$ cat src/bgc_pkg.sv
`timescale 1ns / 1ps
`default_nettype none

package bgc_pkg;

  localparam int TICK_BITS = 8;
  localparam int CFG_W     = 8;
  localparam int CMP_W     = 16;
  localparam int CFG_IDX_W = 2;

  typedef logic [TICK_BITS-1:0] tick_t;
  typedef logic [CFG_W-1:0]     cfg_t;

  typedef enum logic [2:0] {
    MODE_IDLE    = 3'd0,
    MODE_PRESS   = 3'd1,
    MODE_CLICK   = 3'd2,
    MODE_HOLD    = 3'd3,
    MODE_RELEASE = 3'd4
  } mode_t;

  localparam logic [CFG_IDX_W-1:0] REG_PRESS_LIMIT          = 2'd0;
  localparam logic [CFG_IDX_W-1:0] REG_SETTLE_GAP           = 2'd1;
  localparam logic [CFG_IDX_W-1:0] REG_HOLD_REPEAT_INTERVAL = 2'd2;

  localparam cfg_t PRESS_LIMIT_RST          = 8'd50;
  localparam cfg_t SETTLE_GAP_RST           = 8'd20;
  localparam cfg_t HOLD_REPEAT_INTERVAL_RST = 8'd10;

endpackage

`default_nettype wire

$ cat src/button_gesture_classifier_unit.sv
`timescale 1ns / 1ps
`default_nettype none
// Registered result: out_tdata holds it from the cycle after its word is accepted.
// Throughput: one word per cycle; the single output register takes a new result
// in the same cycle that the held one is taken, so in_tready drops only on a stall.
// Reset: synchronous, active low; mode idle, tick and last-event counters zero,
// registers back to press limit 50, settle gap 20, hold repeat interval 10.
module button_gesture_classifier_unit (
  input  wire logic       clk,
  input  wire logic       rst_n,
  input  wire logic       in_tvalid,
  output logic            in_tready,
  input  wire logic [7:0] in_tdata,   // [0] button_down, [7:1] zero
  output logic            out_tvalid,
  input  wire logic       out_tready,
  output logic [7:0]      out_tdata,  // [0] event_valid, [3:1] event_mode,
                                      // [6:4] current_mode, [7] zero
  input  wire logic       cfg_valid,
  output logic            cfg_ready,
  input  wire logic [bgc_pkg::CFG_IDX_W-1:0] cfg_index,
  input  wire logic [bgc_pkg::CFG_W-1:0]     cfg_data
);

  bgc_pkg::mode_t mode_r, mode_nxt;
  bgc_pkg::tick_t tick_r, tick_nxt;
  bgc_pkg::tick_t last_r, last_nxt;
  bgc_pkg::tick_t elapsed;
  bgc_pkg::cfg_t  press_limit_r;
  bgc_pkg::cfg_t  settle_gap_r;
  bgc_pkg::cfg_t  hold_repeat_interval_r;

  logic           fire;
  bgc_pkg::mode_t fire_mode;
  logic           down;
  logic           in_fire;
  logic           out_valid_r;
  logic [7:0]     out_data_r, out_data_nxt;
  logic           hit_threshold, hit_gap, hit_repeat;

  assign cfg_ready  = 1'b1;
  assign in_tready  = !out_valid_r || out_tready;
  assign in_fire    = in_tvalid && in_tready;
  assign out_tvalid = out_valid_r;
  assign out_tdata  = out_data_r;
  assign down       = in_tdata[0];

  assign tick_nxt = bgc_pkg::tick_t'(tick_r + 1'b1);
  assign elapsed  = bgc_pkg::tick_t'(tick_nxt - last_r);

  assign hit_threshold = bgc_pkg::CMP_W'(elapsed) == bgc_pkg::CMP_W'(press_limit_r);
  assign hit_gap       = bgc_pkg::CMP_W'(elapsed) == bgc_pkg::CMP_W'(settle_gap_r);
  assign hit_repeat    = bgc_pkg::CMP_W'(elapsed) == bgc_pkg::CMP_W'(hold_repeat_interval_r);

  // next mode and event
  always_comb begin
    fire      = 1'b0;
    fire_mode = bgc_pkg::MODE_IDLE;
    unique case (mode_r)
      bgc_pkg::MODE_PRESS: begin
        if (!down) begin
          fire      = 1'b1;
          fire_mode = bgc_pkg::MODE_CLICK;
        end else if (hit_threshold) begin
          fire      = 1'b1;
          fire_mode = bgc_pkg::MODE_HOLD;
        end
      end
      bgc_pkg::MODE_CLICK, bgc_pkg::MODE_RELEASE: begin
        if (hit_gap) begin
          fire      = 1'b1;
          fire_mode = bgc_pkg::MODE_IDLE;
        end
      end
      bgc_pkg::MODE_HOLD: begin
        if (!down) begin
          fire      = 1'b1;
          fire_mode = bgc_pkg::MODE_RELEASE;
        end else if (hit_repeat) begin
          fire      = 1'b1;
          fire_mode = bgc_pkg::MODE_HOLD;
        end
      end
      default: begin
        if (down) begin
          fire      = 1'b1;
          fire_mode = bgc_pkg::MODE_PRESS;
        end
      end
    endcase
    if (fire) begin
      mode_nxt = fire_mode;
      last_nxt = tick_nxt;
    end else if (mode_r == bgc_pkg::MODE_PRESS || mode_r == bgc_pkg::MODE_CLICK ||
                 mode_r == bgc_pkg::MODE_HOLD || mode_r == bgc_pkg::MODE_RELEASE) begin
      mode_nxt = mode_r;
      last_nxt = last_r;
    end else begin
      mode_nxt = bgc_pkg::MODE_IDLE;
      last_nxt = last_r;
    end
  end

  // result word
  always_comb begin
    out_data_nxt      = '0;
    out_data_nxt[0]   = fire;
    out_data_nxt[3:1] = fire_mode;
    out_data_nxt[6:4] = mode_nxt;
  end

  always_ff @(posedge clk) begin
    if (!rst_n) begin
      mode_r      <= bgc_pkg::MODE_IDLE;
      tick_r      <= '0;
      last_r      <= '0;
      out_valid_r <= 1'b0;
    end else begin
      if (in_fire) begin
        mode_r      <= mode_nxt;
        tick_r      <= tick_nxt;
        last_r      <= last_nxt;
        out_valid_r <= 1'b1;
      end else if (out_tready) begin
        out_valid_r <= 1'b0;
      end
    end
  end

  always_ff @(posedge clk) begin
    if (in_fire) begin
      out_data_r <= out_data_nxt;
    end
  end

  always_ff @(posedge clk) begin
    if (!rst_n) begin
      press_limit_r          <= bgc_pkg::PRESS_LIMIT_RST;
      settle_gap_r           <= bgc_pkg::SETTLE_GAP_RST;
      hold_repeat_interval_r <= bgc_pkg::HOLD_REPEAT_INTERVAL_RST;
    end else if (cfg_valid && cfg_ready) begin
      unique case (cfg_index)
        bgc_pkg::REG_PRESS_LIMIT:          press_limit_r          <= cfg_data;
        bgc_pkg::REG_SETTLE_GAP:           settle_gap_r           <= cfg_data;
        bgc_pkg::REG_HOLD_REPEAT_INTERVAL: hold_repeat_interval_r <= cfg_data;
        default: ;
      endcase
    end
  end

  a_quiet_state: assert property (@(posedge clk) disable iff (!rst_n)
    !in_fire |=> $stable(mode_r) && $stable(tick_r) && $stable(last_r))
    else $error("state moved without an accepted word");

  a_tick_advance: assert property (@(posedge clk) disable iff (!rst_n)
    in_fire |=> tick_r == bgc_pkg::tick_t'($past(tick_r) + 1'b1))
    else $error("tick counter did not advance by one");

  a_change_fires: assert property (@(posedge clk) disable iff (!rst_n)
    in_fire && mode_nxt != mode_r |=> out_data_r[0])
    else $error("mode change without event");

  a_event_mode: assert property (@(posedge clk) disable iff (!rst_n)
    out_valid_r && out_data_r[0] |-> out_data_r[3:1] == out_data_r[6:4])
    else $error("event mode differs from current mode");

  a_no_event_idle: assert property (@(posedge clk) disable iff (!rst_n)
    out_valid_r && !out_data_r[0] |-> out_data_r[3:1] == bgc_pkg::MODE_IDLE)
    else $error("event mode set without event");

endmodule

`default_nettype wire
$ cat config.mk
export PLATFORM = sky130hd
export DESIGN_NAME = button_gesture_classifier_unit
export DESIGN_NICKNAME = d
export VERILOG_FILES = /design/src/bgc_pkg.sv /design/src/button_gesture_classifier_unit.sv
export SDC_FILE = /design/constraint.sdc
export NUM_CORES = 1
export LEC_CHECK = 0
export BUFFER_PORTS_ARGS = -buffer_cell sky130_fd_sc_hd__buf_2
export CAP_MARGIN = 20
export CORE_ASPECT_RATIO = 1.75
export CORE_MARGIN = 2
export CORE_UTILIZATION = 30
export CTS_BUF_LIST = sky130_fd_sc_hd__clkbuf_16
export DETAILED_ROUTE_END_ITERATION = 7
export SLEW_MARGIN = 20
export SYNTH_ARGS = -nofsm -noshare
export SYNTH_HDL_FRONTEND = slang
export SYNTH_SLANG_ARGS = --single-unit
export TNS_END_PERCENT = 1
$ cat constraint.sdc
create_clock -name clk -period 4.5 [get_ports clk]
set_input_delay 0.9 -clock clk [delete_from_list [all_inputs] [get_ports clk]]
set_output_delay 0.9 -clock clk [all_outputs]
set_load 0.01 [all_outputs]
==> results_dict.tcl <==
set metrics [dict create \
    core_mm2 0.0110 \
    cts_buffer_depth 2 \
    cpPeakStageDelay_ns 0.61 \
    instances_no_fill 500 \
    synthTopCellsByCount "dfxtp_1, nor2_1, mux2i_1, nand2_1, xnor2_1" \
    fin_worst_skew_ns 0.00901 \
    path_max_fanout 15 \
    p_leak_uw 0.00148 \
    postCtsSetupBuffers 0 \
    slowest_stage "ha_1" \
    start_kind "flip-flop" \
    tns_ns 0 \
    remaining_drc_errors 0 \
    clock_latency_ns 0.30 \
    grt_pass1_wl_um 13000 \
    layout_worst_path_cycle_share_pct 90.5 \
    hold_viol 0 \
    routedWlPerCell_um 15.8 \
    dpl.hpwl_um 6090 \
    p_clk_share_pct 34.9 \
    switchingPower_uw 333 \
    grt_pass1_vias 2632 \
    p_seq_share_pct 42.3 \
    syn_area_per_cell_um2 9.35 \
    vias_per_cell 5.13 \
    finalMaxSlewViolations 0 \
    cp_cell_sequence "ha_1 > nand3_1 > or2_2 > xnor2_1 > ha_1 > nor3_1 > a311oi_1 > o2111ai_1 > nor4b_1 > buf_4 > a41oi_4 > o221ai_4 > a21oi_1 > a311oi_1" \
    io_pins 34 \
    ctsHoldBuffers 0 \
    synth-async-reset-ratio_pct 0 \
    synth_edf_count 7 \
    finalSetupViolCount 0 \
    dp.cells 491 \
    tightest_slew_ns 1.03 \
    die_h_um 144 \
    yosysWarnings 0 \
    portBuffers 24 \
    drive_above_1_share_pct 14.9 \
    synth_top_area_share_pct 26.4 \
    grt_overflow 0 \
    num_rows 51 \
    path_class "reg -> reg" \
    hp-class "reg -> reg" \
    dieArea_mm2 0.0120 \
    syn_nets 389 \
    rsz0062_at_grt "false" \
    start_util_pct 30.4 \
    yosysMostFrequentCell "dfxtp_1" \
    switching_share_pct 28.3 \
    fp.dieW_um 83.7 \
    path_buf_inv 1 \
    clk_root_buffer_cell "clkbuf_16" \
    grtUsageTotal_pct 13.8 \
    finish.net_count 399 \
    grt_max_degree 31 \
    drt_iter0_markers 98 \
    max_cap_violations 0 \
    fmax_ghz 0.245 \
    clock_sinks 51 \
    ys.flop_type "dfxtp_1" \
    critPathTopFamily "compound AO/OA/AOI/OAI gates" \
    seq_area_mm2 0.00109 \
    netlist.top_cell.by_area "dfxtp_1" \
    diodes 0 \
    netlist_area_mm2 0.00334 \
    antenna_found_initial 0 \
    synthCells 357 \
    crit_required_ns 4.71 \
    gp_congestion 0.816 \
    relSlewSlack_pct 31.2 \
    area_growth_pct 10.5 \
    firstDrtPassIters 4 \
    cp-end-kind "flip-flop" \
    worst_ir_drop_vdd_uv 173 \
    cp_data_arrival_time_ns 4.28 \
    synth_cell_type_count 72 \
    vias 2563 \
    status "completed" \
    fillerInstances 1130 \
    p_int_uw 843 \
    seq_area_frac_synth_pct 32.7 \
    tritoncts "built" \
    cts_max_level 2 \
    ys_ff_latch 51 \
    antenna_left 0 \
    path_clk_slew_ns 0.07 \
    multi_input_area_mm2 0.00206 \
    pwr-share-comb_pct 22.8 \
    ys_top_cells_by_area "dfxtp_1, mux2i_1, edfxtp_1" \
    cts_resized 0 \
    wirelength_um 7890 \
    cts_buffers 5 \
    powerDensity_mw_per_mm2 319 \
    period_needed_ns 4.07 \
]
metal layers:
layer / wire (um) / part of all wire (%) / track usage [%]
met5: 0 / 0 / 0
met4: 389 / 4.9 / 8.57
met3: 144 / 1.8 / 1.78
met2: 4480 / 57 / 27.5
met1: 2880 / 37 / 13.0
worst register-to-register path, delay by kind of cell, from the launching register on:
kind,cells,cell delay (ns)
compound gates,6,1.28
fa+ha+maj,2,0.85
xor+xnor,1,0.15
simple gates,4,1.10
buf+inv,1,0.19
flops,1,0.42
layout by cell type (no fill, tap or decap), drive strengths merged, types with 9 or more instances in the layout:
master / count
nand2b: 9
buf: 26
mux2i: 31
dfxtp: 44
inv: 16
xor2: 9
a21oi: 17
nor2: 38
o21ai: 11
xnor2: 20
nand2: 32
path summary, 6_finish.rpt:
path | slack, ns | cells after the start | to | start
max | 0.43 | 14 | last_r[7] | tick_r[0]
min | 0.46 | 2 | last_r[6] | last_r[6]
max reg2reg | 0.43 | 14 | last_r[7] | tick_r[0]
min reg2reg | 0.46 | 2 | last_r[6] | last_r[6]
state kept, by name, summed over array words and instances (netlist names):
| signal | flops |
|---|---|
| mode_r | 3 |
| hold_repeat_interval_r | 8 |
| last_r | 8 |
| press_limit_r | 8 |
| settle_gap_r | 8 |
| out_tdata | 7 |
| tick_r | 8 |
| out_tvalid | 1 |
per-stage QoR:
step                power [uW]  hold WS, ns  util [%]  setup WS [ns]  area, um2
floorplan                  717        0.438         -           1.09       3340
global placement           768        0.446      31.9          0.473       3500
detailed placement         775        0.457      31.9          0.402       3500
CTS                       1190        0.467      33.3          0.374       3660
global route              1230        0.496      33.6          0.170       3690
finish                    1180        0.464      33.6          0.426       3690
power by group through the flow:
stage / sequential (uW) / combinational (uW) / clock (uW)
after floorplan: 504 / 213 / 0
after global placement: 506 / 262 / 0
after detailed placement: 508 / 268 / 0
after CTS: 497 / 268 / 420
after global routing: 499 / 291 / 440
final: 497 / 268 / 410
layout make-up:
class,instances,area share (%)
multi-input cells,268,55.8
clock inverters,2,0.305
clock buffers,6,4.07
repair buffers,26,4.21
well taps,132,4.48
flip-flops and latches,51,29.6
inverters,15,1.53
logic make-up after synthesis:
kind of cell	Yosys count	share of synthesized area [%]
and+or+nand+nor	125	19.8
AOI/OAI and AO/OA	65	16.5
xor gates and xnor gates	35	11.7
muxes	32	9.64
other	2	0.225
buffers and inverters	38	5.81
adders and majority gates	9	3.60
DFF	51	32.7
No activity file was read; power rests on OpenSTA's default activity.
